$ cat config.mk
export PLATFORM = sky130hd
export DESIGN_NAME = poti_span
export DESIGN_NICKNAME = d
export VERILOG_FILES = /design/src/rtl/poti_pkg.sv /design/src/rtl/poti_span.sv
export SDC_FILE = /design/constraint.sdc
export NUM_CORES = 1
export LEC_CHECK = 0
export ABC_AREA = 1
export BUFFER_PORTS_ARGS = -buffer_cell sky130_fd_sc_hd__buf_2
export CELL_PAD_IN_SITES_DETAIL_PLACEMENT = 0
export CELL_PAD_IN_SITES_GLOBAL_PLACEMENT = 1
export CORE_ASPECT_RATIO = 2
export CORE_MARGIN = 10
export CORE_UTILIZATION = 30
export DETAILED_ROUTE_END_ITERATION = 6
export PLACE_DENSITY = 0.59
export SLEW_MARGIN = 20
export SYNTH_ARGS = -nofsm -noshare
export SYNTH_HDL_FRONTEND = slang
export SYNTH_SLANG_ARGS = --single-unit
export TNS_END_PERCENT = 1
$ cat constraint.sdc
create_clock -name clk_i -period 8.4 [get_ports clk_i]
set_input_delay 0 -clock clk_i [delete_from_list [all_inputs] [get_ports clk_i]]
set_output_delay 0 -clock clk_i [all_outputs]
set_load 0.005 [all_outputs]
$ cat src/rtl/poti_pkg.sv
// Shared types and constants of the pair overlap time integrator.
// Used by poti_span, the top and the checker; depends on nothing else.
package poti_pkg;

  // Width of the overlap integral; the span adder is one bit wider.
  localparam int AccW = 64;

  // Configuration register indexes.
  localparam logic CfgBeta  = 1'b0;
  localparam logic CfgTotal = 1'b1;

  // Register reset values.
  localparam logic [31:0] BetaReset  = 32'hFFFF_FFFF;
  localparam logic [6:0]  TotalReset = 7'd2;

  typedef enum logic [1:0] {
    CMD_SEED   = 2'd0,
    CMD_HOP    = 2'd1,
    CMD_FINISH = 2'd2
  } cmd_e;

  typedef enum logic [2:0] {
    STAT_OK        = 3'd0,
    STAT_BAD_PART  = 3'd1,
    STAT_MISMATCH  = 3'd2,
    STAT_EMPTY     = 3'd3,
    STAT_BACKWARDS = 3'd4,
    STAT_OVERFLOW  = 3'd5,
    STAT_COUNT     = 3'd6
  } status_e;

  typedef enum logic [3:0] {
    S_IDLE  = 4'b0001,
    S_EXEC  = 4'b0010,
    S_WRITE = 4'b0100,
    S_CLEAR = 4'b1000
  } state_e;

  // Sum of the integral and one product, with the carry out of the top bit.
  typedef struct packed {
    logic [AccW-1:0] sum;
    logic            carry;
  } span_t;

endpackage

$ cat src/rtl/poti_span.sv
// Span unit: registers delta times pair count, then adds it to the integral.
// Depends on poti_pkg for the integral width and the result struct.
module poti_span #(
  parameter int TW = 32,
  parameter int PW = 11
) (
  input  logic                       clk_i,
  input  logic                       load_i,
  input  logic [TW-1:0]              delta_i,
  input  logic [PW-1:0]              pairs_i,
  input  logic [poti_pkg::AccW-1:0]  acc_i,
  output poti_pkg::span_t            res_o
);

  localparam int SumW = poti_pkg::AccW + 1;

  logic [TW+PW-1:0] prod_q;
  logic [SumW-1:0]  sum;

  always_ff @(posedge clk_i) begin
    if (load_i) begin
      prod_q <= delta_i * pairs_i;
    end
  end

  assign sum = {1'b0, acc_i} + SumW'(prod_q);

  assign res_o.sum   = sum[poti_pkg::AccW-1:0];
  assign res_o.carry = sum[SumW-1];

endmodule

==> flow_metrics.env <==
export IMPL_avgViaCountPerCell=4.57
export IMPL_grt_overflow_total=0
export IMPL_dr_total_vias=16700
export IMPL_drive_gt1_share_pct=8.63
export IMPL_ir_worst_vdd_uv=185
export IMPL_yosysTopAreaCell="fa_1"
export IMPL_synth_fa_ha_area_share_pct=39.0
export IMPL_gp_congestion=0.922
export IMPL_worst_pin_slew_ns=1.00
export IMPL_yosysWarnings=0
export IMPL_wl_per_cell_um=18.2
export IMPL_cts_root_buf="clkbuf_16"
export IMPL_synth_xor_area_share_pct=2.70
export IMPL_stdcell_count=3646
export IMPL_gr_usage_met1_pct=18.9
export IMPL_drc_errors=0
export IMPL_synth_top_family_by_area="adder cells"
export IMPL_avgSynthCellArea_um2=6.48
export IMPL_fin_tns_setup_ns=0
export IMPL_synth_top_area_share_pct=30.3
export IMPL_syn2layout_area_growth_pct=9.74
export IMPL_slew_violations=0
export IMPL_drtPass1Iterations=5
export IMPL_place_area_um2=19400
export IMPL_largest_reg_flops=43
export IMPL_hpwl_mm=57.7
export IMPL_ys_top_cells_by_area="fa_1 30%, nand2_1 21%, inv_1 16%"
export IMPL_start_kind="primary input"
export IMPL_reg_top3="prod_q x43"
export IMPL_dieArea_um2=70300
export IMPL_ys_top_cells_by_count="1,014 x nand2_1, 738 x inv_1, 270 x fa_1"
export IMPL_p_leak_nw=11.9
export IMPL_use_met3_pct=1.89
export IMPL_ant_nets=0
export IMPL_htreeDepth=2
export IMPL_regMostFlops="prod_q"
export IMPL_cts_path_max_buffers=2
export IMPL_grt_pass1_wl_mm=102
export IMPL_cts_setup_buffers=0
export IMPL_tritoncts="built"
export IMPL_grt_pass1_vias=18300
export IMPL_syn_inst=2758
export IMPL_synth_edf_count=43
export IMPL_seq_area_frac_synth_pct=7.23
export IMPL_synth_area_um2=17900
export IMPL_critPathKind="in -> reg"
export IMPL_yosys_most_used_dff="edfxtp_1"
export IMPL_hold_path_class="in -> reg"
export IMPL_die_h_um=365
export IMPL_dpl_cell_count=3635
export IMPL_portBuffers=173
export IMPL_ys_ff_latch=43
export IMPL_routed_wl_mm=66.5
export IMPL_design_portCount=174
export IMPL_rsz0062_at_grt="false"
export IMPL_critPathCaptureType="flop"
export IMPL_cts_hold_buf=0
export IMPL_maxCapViolCount=0
export IMPL_crit_required_ns=8.44
export IMPL_clkSinkCount=43
export IMPL_fp_dieW_um=193
export IMPL_yosys_area_share_simple_pct=29.9
export IMPL_start_util_pct=30.3
export IMPL_post_cts_resized=0
export IMPL_final_net_count=3377
export IMPL_grt_use_met2_pct=38.8
export IMPL_synth_most_common_cell="nand2_1"
export IMPL_cp_arrival_ns=5.33
export IMPL_relSlewSlack_pct=33.3
export IMPL_cts_clk_slew_worst_paths_ns=0.06
export IMPL_synth_mux_area_share_pct=0
export IMPL_whs_ns=0.172
export IMPL_setup_viol=0
export IMPL_period_needed_ns=5.29
export IMPL_ys_async_sr_fraction_pct=0
export IMPL_synth_compound_area_share_pct=4.09
export IMPL_drtIter0Drc=862
export IMPL_power_density_nw_per_um2=418
export IMPL_grt_busiest_layer="met2"
export IMPL_antenna_found_initial=9
export IMPL_rows=126
export IMPL_grt_max_degree=44
export IMPL_synthDistinctLibCells=35
export IMPL_final_area_um2=19600
export IMPL_track_usage_pct=19.1
export IMPL_core_area_um2=59000
export IMPL_run_status="complete, no violations"
export IMPL_synthesis_nets=3261
export IMPL_crit_fanout=32
export IMPL_fin_crit_sh_pct=62.9
export IMPL_numCtsBuffers=5
export IMPL_hold_viol_final=0
export IMPL_fill_cells=6650
export IMPL_max_freq_mhz=189
==> worst max-delay path, cell delays in order <==
cell and delay [ns]:
buf_2 0.64, nand2_1 0.19, fa_1 0.58, inv_1 0.06, fa_1 0.55, fa_1 0.44, fa_1 0.49, inv_1 0.05
fa_1 0.47, inv_1 0.04, ha_1 0.35, nand2_1 0.12, nor2_1 0.27, nand2_1 0.16, nor2_1 0.12, o21ai_0 0.16
nand3_1 0.33, nand2_1 0.12, nand3_1 0.09, nand2_1 0.07
==> cell usage in the layout, fill, tap and decap left out, types with 2 or more instances in the layout <==
master | netlist | routed
nor2_1 | 122 | 122
nand3_2 | 6 | 6
and2_1 | 3 | 3
o21ai_0 | 26 | 26
fa_1 | 270 | 270
nor3_2 | 8 | 8
xnor2_1 | 10 | 10
o21ai_1 | 4 | 4
buf_2 | 0 | 173
xor2_1 | 45 | 45
nand2_2 | 12 | 12
nor2_4 | 5 | 5
o21a_1 | 7 | 7
a31oi_1 | 2 | 2
inv_1 | 738 | 738
ha_1 | 124 | 124
nand4_1 | 11 | 11
o21bai_1 | 4 | 4
a21oi_1 | 94 | 94
diode_2 | 0 | 3
nor2_2 | 18 | 18
nand2_1 | 1014 | 1014
nor4_1 | 2 | 2
nor3_4 | 2 | 2
nor3_1 | 18 | 18
nand3_1 | 83 | 83
inv_2 | 13 | 13
edfxtp_1 | 43 | 43
or2_2 | 2 | 2
clkbuf_16 | 0 | 5
==> metal layers <==
layer	part of all wire (%)	vias to the layer above
met5	0.10	-
met4	3.9	10
met3	3.9	100
met2	56	360
met1	36	7967
li1	-	8215
==> path summary, 6_finish.rpt <==
kind | cells after the start | end | startpoint | slack [ns]
setup / recovery | 20 | prod_q[33] | pairs_i[5] | 3.11
hold / removal | 3 | prod_q[0] | delta_i[0] | 0.17
==> cells by family after synthesis <==
logic type | count (synthesis)
compound gates | 139
xor+xnor | 55
fa+ha+maj | 394
buf+inv | 817
simple gates | 1310
flops | 43
==> power breakdown <==
part / leakage, nW / total [mW] / switching, mW / internal [mW]
Combinational: 11.5 / 7.37 / 4.90 / 2.47
Sequential: 0.420 / 0.633 / 0.0491 / 0.584
Clock: 0.0669 / 0.193 / 0.0836 / 0.110
Total: 11.9 / 8.20 / 5.03 / 3.17
==> stage by stage <==
| stage | setup slack (ns) | power [mW] | util [%] |
|---|---|---|---|
| after floorplan | 3.83 | 5.61 | - |
| after global placement | 2.88 | 8.11 | 33.0 |
| after detailed placement | 2.79 | 8.12 | 33.0 |
| after CTS | 3.11 | 8.35 | 33.2 |
| after global routing | 2.88 | 9.31 | 33.2 |
| final | 3.11 | 8.20 | 33.2 |
==> layout make-up <==
| class | instances | area, um^2 | share of cell area [%] |
|---|---|---|---|
| Antenna cell | 3 | 7.51 | 0.0383 |
| Multi-Input combinational cell | 1898 | 13500 | 68.9 |
| Tap cell | 768 | 961 | 4.90 |
| Timing Repair Buffer | 174 | 873 | 4.46 |
| Clock inverter | 2 | 12.5 | 0.0638 |
| Clock buffer | 6 | 129 | 0.658 |
| Inverter | 752 | 2820 | 14.4 |
| Sequential cell | 43 | 1290 | 6.59 |
No activity file was read; power rests on OpenSTA's default activity.
