$ cat config.mk
export PLATFORM = sky130hd
export DESIGN_NAME = poti_ram
export DESIGN_NICKNAME = d
export VERILOG_FILES = /design/src/rtl/poti_ram.sv
export SDC_FILE = /design/constraint.sdc
export NUM_CORES = 1
export LEC_CHECK = 0
export BUFFER_PORTS_ARGS = -buffer_cell sky130_fd_sc_hd__buf_4
export CELL_PAD_IN_SITES_DETAIL_PLACEMENT = 0
export CELL_PAD_IN_SITES_GLOBAL_PLACEMENT = 1
export CORE_UTILIZATION = 35
export DETAILED_ROUTE_END_ITERATION = 16
export GPL_TIMING_DRIVEN = 0
export PLACE_DENSITY = 0.55
export SYNTH_ARGS = -nofsm -noshare
export SYNTH_HDL_FRONTEND = slang
export SYNTH_SLANG_ARGS = --single-unit
$ cat constraint.sdc
create_clock -name clk_i -period 5.2 [get_ports clk_i]
set_clock_uncertainty 0.15 [all_clocks]
set_input_delay 0.52 -clock clk_i [delete_from_list [all_inputs] [get_ports clk_i]]
set_output_delay 0.52 -clock clk_i [all_outputs]
set_load 0.05 [all_outputs]
$ cat src/rtl/poti_ram.sv
// Generic single-write, single-read RAM with registered read data.
// A read of the address being written returns the old contents. No dependencies.
module poti_ram #(
  parameter int WIDTH = 8,
  parameter int DEPTH = 16
) (
  input  logic                     clk_i,
  input  logic                     we_i,
  input  logic [$clog2(DEPTH)-1:0] waddr_i,
  input  logic [WIDTH-1:0]         wdata_i,
  input  logic                     re_i,
  input  logic [$clog2(DEPTH)-1:0] raddr_i,
  output logic [WIDTH-1:0]         rdata_o
);

  logic [WIDTH-1:0] mem_q [DEPTH];
  logic [WIDTH-1:0] rdata_q;

  always_ff @(posedge clk_i) begin
    if (we_i) begin
      mem_q[waddr_i] <= wdata_i;
    end
    if (re_i) begin
      rdata_q <= mem_q[raddr_i];
    end
  end

  assign rdata_o = rdata_q;

endmodule

==> metrics.md, run 1 <==
| Metric | Value |
|---|---|
| Vias per Instance | `5.132` |
| CP Capture Type | `flip-flop` |
| Starting Density | `35.97%` |
| WP data arrival | `2.13 ns` |
| Seq cells post-synth | `136` |
| Top cell type's share of synthesized area | `78.12%` |
| Post-synth ARST share | `0%` |
| Cell taking the most area after synthesis | `edfxtp_1` |
| Layout Nets | `293` |
| Ant diodes | `0` |
| Crit path time final | `2.252 ns` |
| Max-Cap Viols | `0` |
| Kind of critical path | `input pin to flip-flop` |
| Post-Route WL | `10330 µm` |
| Main synth FF type | `edfxtp_1` |
| Final worst path period share | `43.30%` |
| CP max-delay cell | `nor3_1` |
| Largest net degree at the start of global routing | `17` |
| Layout cells sized above 1 | `29.27%` |
| Top cells by area, synth | `edfxtp_1 (78%), mux4_2 (7.8%), mux4_1 (7.0%)` |
| Seq/Total Area, Yosys | `78.12%` |
| Hold Vio Cnt, Final | `0` |
| H-tree level count | `4` |
| Worst r2r src | `mem_q[3][7]` |
| Core ar. | `14530 µm²` |
| RSZ-0062 raised after global routing | `no` |
| Largest stage delay on the critical path | `0.95 ns` |
| GPL Wtd Cong | `0.6454` |
| DR iter-0 viols | `172` |
| Area growth from synthesis to layout | `19.72%` |
| Clock root cell | `clkbuf_16` |
| Detailed placement HPWL | `6597 µm` |
| Die area | `15430 µm²` |
| DR pass1 iterations | `4` |
| CP cell instances | `buf_4 > or3b_2 > nor3_1` |
| Critical path fanouts, max | `8` |
| Top cells by count, synth | `edfxtp_1 (136), mux4_2 (18), a22oi_1 (16), mux4_1 (14), nor2_1 (13)` |
| Inserted Clock Buffers | `17` |
| Routed Antenna Nets | `0` |
| Vias | `2417` |
| WHS Path Cells | `1` |
| FP Rows | `44` |
| Worst-path clk slew | `0.06 ns` |
| Vias in the first global route | `2491` |
| IO buf count | `25` |
| Pwr/cell area | `417.2 nW/µm²` |
| Worst Hold Class | `input pin to flip-flop` |
| Reg-to-Reg End | `rdata_o[7]` |
| Width of the die | `124.2 µm` |
| Clock tree buffer depth | `2` |
| Pleak | `2.072 nW` |
| Tot GR Track Use | `14.70%` |
| Worst EP required | `5.08 ns` |
| Pwr Total | `2.611 mW` |
| Post-synth cell types | `18` |
| Flop-to-flop setup slack | `3.47 ns` |
| Filler cell count | `1278` |
| Syn Nets | `248` |
| First-pass GRT wire length | `15640 µm` |
| Grt ovf | `0` |
| Worst setup margin | `2.948 ns` |
| Max_slew headroom | `17.28%` |
| Worst Reg2Reg Path Length in Cells | `3` |
| Pre-CTS setup slack | `2.465 ns` |
| Endpoint, Worst Hold | `rdata_o[2]` |
| Most numerous cell in the Yosys netlist | `edfxtp_1` |
| Outcome | `finished clean` |
| CTS tree | `done` |
| Hold Buf Count CTS | `0` |
| Remaining DRCs | `0` |
| Cts repair resizes | `0` |
| Clk sink count | `136` |
| Post-synth design cell area | `5228 µm²` |
| Initial antenna violation count | `0` |
| DP Area | `5650 µm²` |
| Setup TNS | `0 ns` |
| Post-CTS Setup Inserts | `0` |
| Gate Count Post-Synth | `229` |
| IO Pins | `27` |
| Clk_lat worst skew | `0.41 ns` |
| Hold_sp | `re_i` |
| Design area | `6259 µm²` |
| Ys Warns | `0` |
| Fin. max-slew vios | `0` |
| Die H | `124.2 µm` |
| Crit path launch type | `input pin` |
| Worst-margin pin slew | `1.231 ns` |
| Max frequency | `444.1 MHz` |
| Post-synth EDFFs | `136` |
| Endpoints failing setup | `0` |
| VDD IR max | `274.0 µV` |
| Avg Inst Size Synth | `22.83 µm²` |
| DR WL/cell | `21.93 µm` |
[power by group]
group          internal (mW)  switching, mW
combinational         0.0547         0.0872
clock                  0.793          0.435
sequential              1.24        0.00505
[worst max-delay path by stage]
| stage | start | end | slack, ns | cells after the start |
|---|---|---|---|---|
| after floorplan | waddr_i[2] | mem_q[0][0] | 3.04 | 2 |
| after global placement | waddr_i[2] | mem_q[0][0] | 2.45 | 3 |
| after detailed placement | waddr_i[2] | mem_q[0][0] | 2.47 | 3 |
| after CTS | waddr_i[2] | mem_q[0][6] | 2.90 | 3 |
| after global routing | waddr_i[2] | mem_q[0][6] | 2.83 | 3 |
| final | waddr_i[2] | mem_q[0][7] | 2.95 | 3 |
[area by class of cell]
type / count / area [µm²] / share of cell area [%]
flip-flops and latches: 136 / 4084 / 65.25
multi-input cells: 83 / 1057 / 16.89
clock buffers: 17 / 425.4 / 6.797
well taps: 184 / 230.2 / 3.679
repair buffers: 26 / 192.7 / 3.079
clock inverters: 15 / 182.7 / 2.919
plain buffers: 10 / 86.33 / 1.379
[through the flow]
stage	util [%]	hold WS (ns)	cells
final	43.06	0.2382	471
after global routing	43.06	0.2293	471
after CTS	43.06	0.2245	471
after detailed placement	38.88	0.5867	439
after global placement	38.84	0.5880	438
after floorplan	-	0.4689	229
[cells in the final DEF (no fill, tap or decap)]
cell type	instances
nand3b_1	2
mux4_2	18
nand2_1	9
buf_2	4
nand3_1	1
nand2b_1	2
and2b_1	1
nor2b_1	1
mux4_1	14
clkinv_1	3
a22oi_1	16
inv_6	1
or3b_2	1
nor2_1	13
nor3_1	4
buf_4	26
and2_1	1
clkinv_2	4
clkdlybuf4s25_2	3
bufinv_16	4
clkbuf_16	17
clkinvlp_4	3
buf_6	3
edfxtp_1	136
[flip-flops by register name, indices dropped and copies added, names as in the netlist]
| register | count |
|---|---|
| rdata_o | 8 |
| mem_q | 128 |
[critical path: cells and delay by family]
family | cells | cell delay [ns]
simple gates | 2 | 1.49
buf+inv | 1 | 0.12
[cells by family (layout without fill, tap and decap cells)]
family	Yosys count	count (layout)	share of synthesized area (%)
AOI/OAI and AO/OA	16	16	2.298
buffers and inverters	10	68	1.651
DFF	136	136	78.12
muxes	32	32	14.79
and+or+nand+nor	35	35	3.136
[routing by layer]
layer | vias to the layer above | global-route usage (%) | wire length [µm]
li1 | 1070 | - | -
met1 | 1257 | 19.64 | 4734
met2 | 71 | 22.00 | 4887
met3 | 19 | 3.966 | 483
met4 | 0 | 7.654 | 222
met5 | - | 0 | 0
Power figures use the tool's default switching activity.
==> run 2, diff against run 1 <==
--- a/config.mk
+++ b/config.mk
@@ -11,7 +11,7 @@
 export CORE_UTILIZATION = 35
 export DETAILED_ROUTE_END_ITERATION = 16
 export GPL_TIMING_DRIVEN = 0
-export PLACE_DENSITY = 0.55
+export PLACE_DENSITY = 0.57
 export SYNTH_ARGS = -nofsm -noshare
 export SYNTH_HDL_FRONTEND = slang
 export SYNTH_SLANG_ARGS = --single-unit
==> constraint.sdc (replaced) <==
create_clock -name clk_i -period 1.9 [get_ports clk_i]
set_clock_uncertainty 0.15 [all_clocks]
set_input_delay 0.19 -clock clk_i [delete_from_list [all_inputs] [get_ports clk_i]]
set_output_delay 0.19 -clock clk_i [all_outputs]
set_load 0.05 [all_outputs]
==> run 2 against run 1 <==
Die area did not move. Via count down 0.21%. Largest cell class unchanged. Sequential power rose to 2.7 times the previous value. Largest power group unchanged. Highest routed layer unchanged. Sequential share of layout area unchanged. Critical path depth unchanged. Utilization did not move.
==> metrics.md, run 2 (synthesis gave the netlist of run 1 again) <==
| Metric | Value |
|---|---|
| Outcome | `finished clean` |
| Number of flip-flops under the largest register name | `128` |
| Fin. max-slew vios | `0` |
| Vias per Instance | `5.046` |
| Layout Nets | `301` |
| Area growth from synthesis to layout | `19.72%` |
| Worst EP required | `1.89 ns` |
| Clock root cell | `clkbuf_16` |
| Pwr Total | `6.689 mW` |
| Max-Cap Viols | `0` |
| Die area | `15430 µm²` |
| Worst Hold Class | `input pin to flip-flop` |
| Clock tree buffer depth | `2` |
| Endpoints failing setup | `0` |
| Routed Antenna Nets | `0` |
| Detailed placement HPWL | `6656 µm` |
| Post-Route WL | `10470 µm` |
| Starting Density | `35.97%` |
| Post-CTS Setup Inserts | `0` |
| Grt ovf | `0` |
| Pleak | `2.066 nW` |
| Layout cells sized above 1 | `27.21%` |
| DR WL/cell | `21.90 µm` |
| CP Capture Type | `flip-flop` |
| VDD IR max | `629.9 µV` |
| Hold Vio Cnt, Final | `0` |
| Die H | `124.2 µm` |
| Clk sink count | `136` |
| First-pass GRT wire length | `15450 µm` |
| Inserted Clock Buffers | `17` |
| IO Pins | `27` |
| Most common cell after layout, fill and taps aside | `edfxtp_1` |
| Initial antenna violation count | `0` |
| Max_slew headroom | `13.27%` |
| Critical path fanouts, max | `1` |
| Largest net degree at the start of global routing | `17` |
| CP max-delay cell | `mux4_1` |
| Width of the die | `124.2 µm` |
| Worst-path clk slew | `0.06 ns` |
| Kind of critical path | `flip-flop to flip-flop` |
| Vias in the first global route | `2473` |
| Commonest non-fill, non-tap cells in the layout | `edfxtp_1 (136), buf_4 (26), mux4_2 (18)` |
| CP delay by family, top | `multiplexers` |
| DR pass1 iterations | `4` |
| Pwr/cell area | `1069 nW/µm²` |
| Tot GR Track Use | `14.47%` |
| Remaining DRCs | `0` |
| Largest stage delay on the critical path | `0.51 ns` |
| DR iter-0 viols | `125` |
| Ant diodes | `0` |
| Worst-margin pin slew | `1.291 ns` |
| Filler cell count | `1308` |
| Core ar. | `14530 µm²` |
| WP data arrival | `1.76 ns` |
| IO buf count | `25` |
| Final worst path period share | `93.15%` |
| Buf/Inv on CP | `0` |
| H-tree level count | `4` |
| Clk_lat worst skew | `0.41 ns` |
| Vias | `2412` |
| CTS tree | `done` |
| Hold Worst Slack | `0.08352 ns` |
| Crit path time final | `1.770 ns` |
| Crit path launch type | `flip-flop` |
| Max frequency | `565.0 MHz` |
| RSZ-0062 raised after global routing | `no` |
| CP cell instances | `mux4_1 > a22oi_1 > nand2_1` |
| Reg with most FFs | `mem_q` |
| GPL Wtd Cong | `0.6841` |
| FP Rows | `44` |
-- run 2: cell count changes in the layout (fill, tap and decap cells not counted), sizes merged --
cell	before	now
dlygate4sd3	0	9
bufinv	4	1
clkinv	7	10
buf	33	32
clkbuf	17	18
clkinvlp	3	2
inv	1	0
-- run 2: worst reg2reg max path, delay by kind of cell, from the launching register on --
family             cells  cell delay, ns
AOI/OAI and AO/OA      1            0.38
DFF                    1            0.35
muxes                  1            0.51
and+or+nand+nor        1            0.12
-- run 2: path summary, 6_finish.rpt --
| path | start | endpoint | slack, ns | cells after the start |
|---|---|---|---|---|
| worst max register to register | mem_q[1][0] | rdata_o[0] | 0.13 | 3 |
| worst min register to register | mem_q[11][3] | rdata_o[3] | 0.61 | 3 |
| worst min-delay path | waddr_i[1] | mem_q[0][7] | 0.08 | 2 |
| worst max-delay path | mem_q[1][0] | rdata_o[0] | 0.13 | 3 |
-- run 2: per-stage QoR --
step / setup TNS [ns] / worst slack [ns] / cell area (µm²) / instances / util, %
3_5_place_dp: -15.09 / -0.6024 / 5645 / 438 / 38.84
5_1_grt: 0 / 0.07430 / 6259 / 478 / 43.06
2_1_floorplan: 0 / 0.06713 / 5228 / 229 / -
4_1_cts: 0 / 0.1243 / 6259 / 478 / 43.06
6_report: 0 / 0.1301 / 6259 / 478 / 43.06
3_3_place_gp: -13.20 / -0.5792 / 5645 / 438 / 38.84
-- run 2: cell type report --
class / instances / area, µm² / area share, %
flip-flops and latches: 136 / 4084 / 65.25
multi-input cells: 83 / 1062 / 16.97
clock buffers: 18 / 429.2 / 6.857
repair buffers: 34 / 277.8 / 4.438
well taps: 184 / 230.2 / 3.679
clock inverters: 13 / 88.84 / 1.419
plain buffers: 10 / 86.33 / 1.379
-- run 2: repair_timing --
action,in CTS,in global routing
hold endpoints to repair,136,0
hold buffers,9,0
endpoints found under the setup margin,8,0
gates resized for setup,1,0
-- run 2: routing by layer --
layer  wire (µm)  share of wire [%]  GRT usage (%)
met1        4836                 46          19.43
met2        5141                 49          22.52
met4         122                1.2          6.166
met5           0                  0              0
met3         367                3.5          3.405
-- run 2: where the power goes --
part | switching [mW] | internal (mW)
Clock | 1.14 | 1.75
Combinational | 0.244 | 0.162
Sequential | 0.0139 | 3.38
==> run 3, diff against run 2 <==
--- a/config.mk
+++ b/config.mk
@@ -11,7 +11,7 @@
 export CORE_UTILIZATION = 35
 export DETAILED_ROUTE_END_ITERATION = 16
 export GPL_TIMING_DRIVEN = 0
-export PLACE_DENSITY = 0.57
+export PLACE_DENSITY = 0.58
 export SYNTH_ARGS = -nofsm -noshare
 export SYNTH_HDL_FRONTEND = slang
 export SYNTH_SLANG_ARGS = --single-unit
==> run 3 against run 2 <==
Clock power increased by 13%. Utilization increased by 0.54 points. Die area unchanged. Cell area increased by 1.3%. Via count increased by 0.12%. Cell count increased by 0.21%. Worst setup slack improved by 0.039 ns. Register-to-register slack improved by 0.04 ns. Combinational power about the same. Global-route usage increased by 0.079 points. Routed wire length decreased by 1.2%. Largest cell class unchanged.
==> metrics.md, run 3 (synthesis gave the netlist of run 1 again) <==
| Metric | Value |
|---|---|
| Outcome | `finished clean` |
| RSZ-0062 raised after global routing | `no` |
| Max_slew headroom | `17.73%` |
| IO buf count | `25` |
| Largest net degree at the start of global routing | `17` |
| Initial antenna violation count | `0` |
| Pre-CTS setup slack | `-0.5696 ns` |
| Worst-margin pin slew | `1.225 ns` |
| Worst Reg2Reg Path Length in Cells | `3` |
| Routed Antenna Nets | `0` |
| Crit path launch type | `flip-flop` |
| Reg-to-Reg End | `rdata_o[0]` |
| Post-Route WL | `10340 µm` |
| Clock root cell | `clkbuf_16` |
| Worst Hold Class | `input pin to flip-flop` |
| WP data arrival | `1.73 ns` |
| DR iter-0 viols | `99` |
| WHS Path Cells | `2` |
| Core ar. | `14530 µm²` |
| H-tree level count | `4` |
| Hold Worst Slack | `0.08002 ns` |
| Max-Cap Viols | `0` |
| Die area | `15430 µm²` |
| Flop-to-flop setup slack | `0.17 ns` |
| Endpoint, Worst Hold | `mem_q[12][6]` |
| DP Area | `5645 µm²` |
| FP Rows | `44` |
| IO Pins | `27` |
| Layout cells sized above 1 | `27.46%` |
| Reg with most FFs | `mem_q` |
| GPL Wtd Cong | `0.6810` |
| Detailed placement HPWL | `6600 µm` |
| Ant diodes | `0` |
| Layout Nets | `301` |
| Inserted Clock Buffers | `17` |
| CP Capture Type | `flip-flop` |
| Width of the die | `124.2 µm` |
| Post-CTS Setup Inserts | `0` |
| Commonest non-fill, non-tap cells in the layout | `edfxtp_1 (136), buf_4 (26), mux4_2 (18)` |
| Starting Density | `35.97%` |
| Max frequency | `577.6 MHz` |
| Clk_lat worst skew | `0.42 ns` |
| Worst setup margin | `0.1688 ns` |
| DR pass1 iterations | `4` |
| Critical path fanouts, max | `1` |
| Most common cell after layout, fill and taps aside | `edfxtp_1` |
| Placed insts | `438` |
| Worst r2r src | `mem_q[6][0]` |
| Pwr/cell area | `1116 nW/µm²` |
| Hold Vio Cnt, Final | `0` |
| Worst EP required | `1.90 ns` |
| Kind of critical path | `flip-flop to flip-flop` |
| Tot GR Track Use | `14.55%` |
| Die H | `124.2 µm` |
| Clk sink count | `136` |
| Worst-path clk slew | `0.06 ns` |
| Hold_sp | `waddr_i[0]` |
| Endpoints failing setup | `0` |
| Area growth from synthesis to layout | `21.23%` |
| Vias | `2415` |
| Fin cells | `479` |
| Fin. max-slew vios | `0` |
| Design area | `6337 µm²` |
| Clock tree buffer depth | `2` |
| Number of flip-flops under the largest register name | `128` |
| DR WL/cell | `21.58 µm` |
| Pleak | `2.107 nW` |
| Vias per Instance | `5.042` |
| Grt ovf | `0` |
| Remaining DRCs | `0` |
| Pwr Total | `7.070 mW` |
| Crit path time final | `1.731 ns` |
| First-pass GRT wire length | `15400 µm` |
| VDD IR max | `533.0 µV` |
| CTS tree | `done` |
| Vias in the first global route | `2475` |
| Final worst path period share | `91.12%` |
==> run 3: worst max-delay path: stages, from the launching register on <==
cell and delay, ns:
edfxtp_1 0.36, mux4_1 0.56, a22oi_1 0.28, nand2_1 0.12
==> run 3: per-stage QoR <==
stage	util, %	TNS, ns
after global placement	38.84	-13.63
final	43.60	0
after CTS	43.57	0
after detailed placement	38.84	-12.78
after floorplan	-	0
after global routing	43.60	0
==> run 3: area by class of cell <==
class	instances	area (µm²)
timing repair buffer	34	277.8
fill	1273	8197
multi-input combinational	83	1067
sequential	136	4084
clock inverter	13	158.9
tap	184	230.2
clock buffer	19	432.9
buffer	10	86.33
==> run 3: how the worst max path moves through the flow <==
| stage | depth (start not counted) | to | from |
|---|---|---|---|
| after global placement | 3 | mem_q[0][3] | waddr_i[2] |
| final | 3 | rdata_o[0] | mem_q[6][0] |
| after CTS | 3 | rdata_o[0] | mem_q[6][0] |
| after detailed placement | 3 | mem_q[0][3] | waddr_i[2] |
| after floorplan | 2 | mem_q[0][0] | waddr_i[2] |
| after global routing | 3 | mem_q[8][5] | waddr_i[2] |
==> run 3: what timing repair did <==
item	CTS	global route
resized for setup	1	0
hold buffers	9	0
endpoints found under the hold margin	136	0
endpoints found under the setup margin	8	0
==> run 3: metal layers <==
| metal | track usage, % | share of wire (%) | vias up |
|---|---|---|---|
| met5 | 0 | 0 | - |
| met4 | 7.867 | 1.9 | 0 |
| met3 | 3.534 | 4.6 | 13 |
| met2 | 22.72 | 50 | 65 |
| met1 | 18.73 | 43 | 1249 |
| li1 | - | - | 1088 |
==> run 3: report_power, final <==
part           total (mW)  switching [mW]  internal, mW
clock                3.27            1.11          2.16
combinational       0.404           0.243         0.162
sequential           3.40          0.0142          3.38
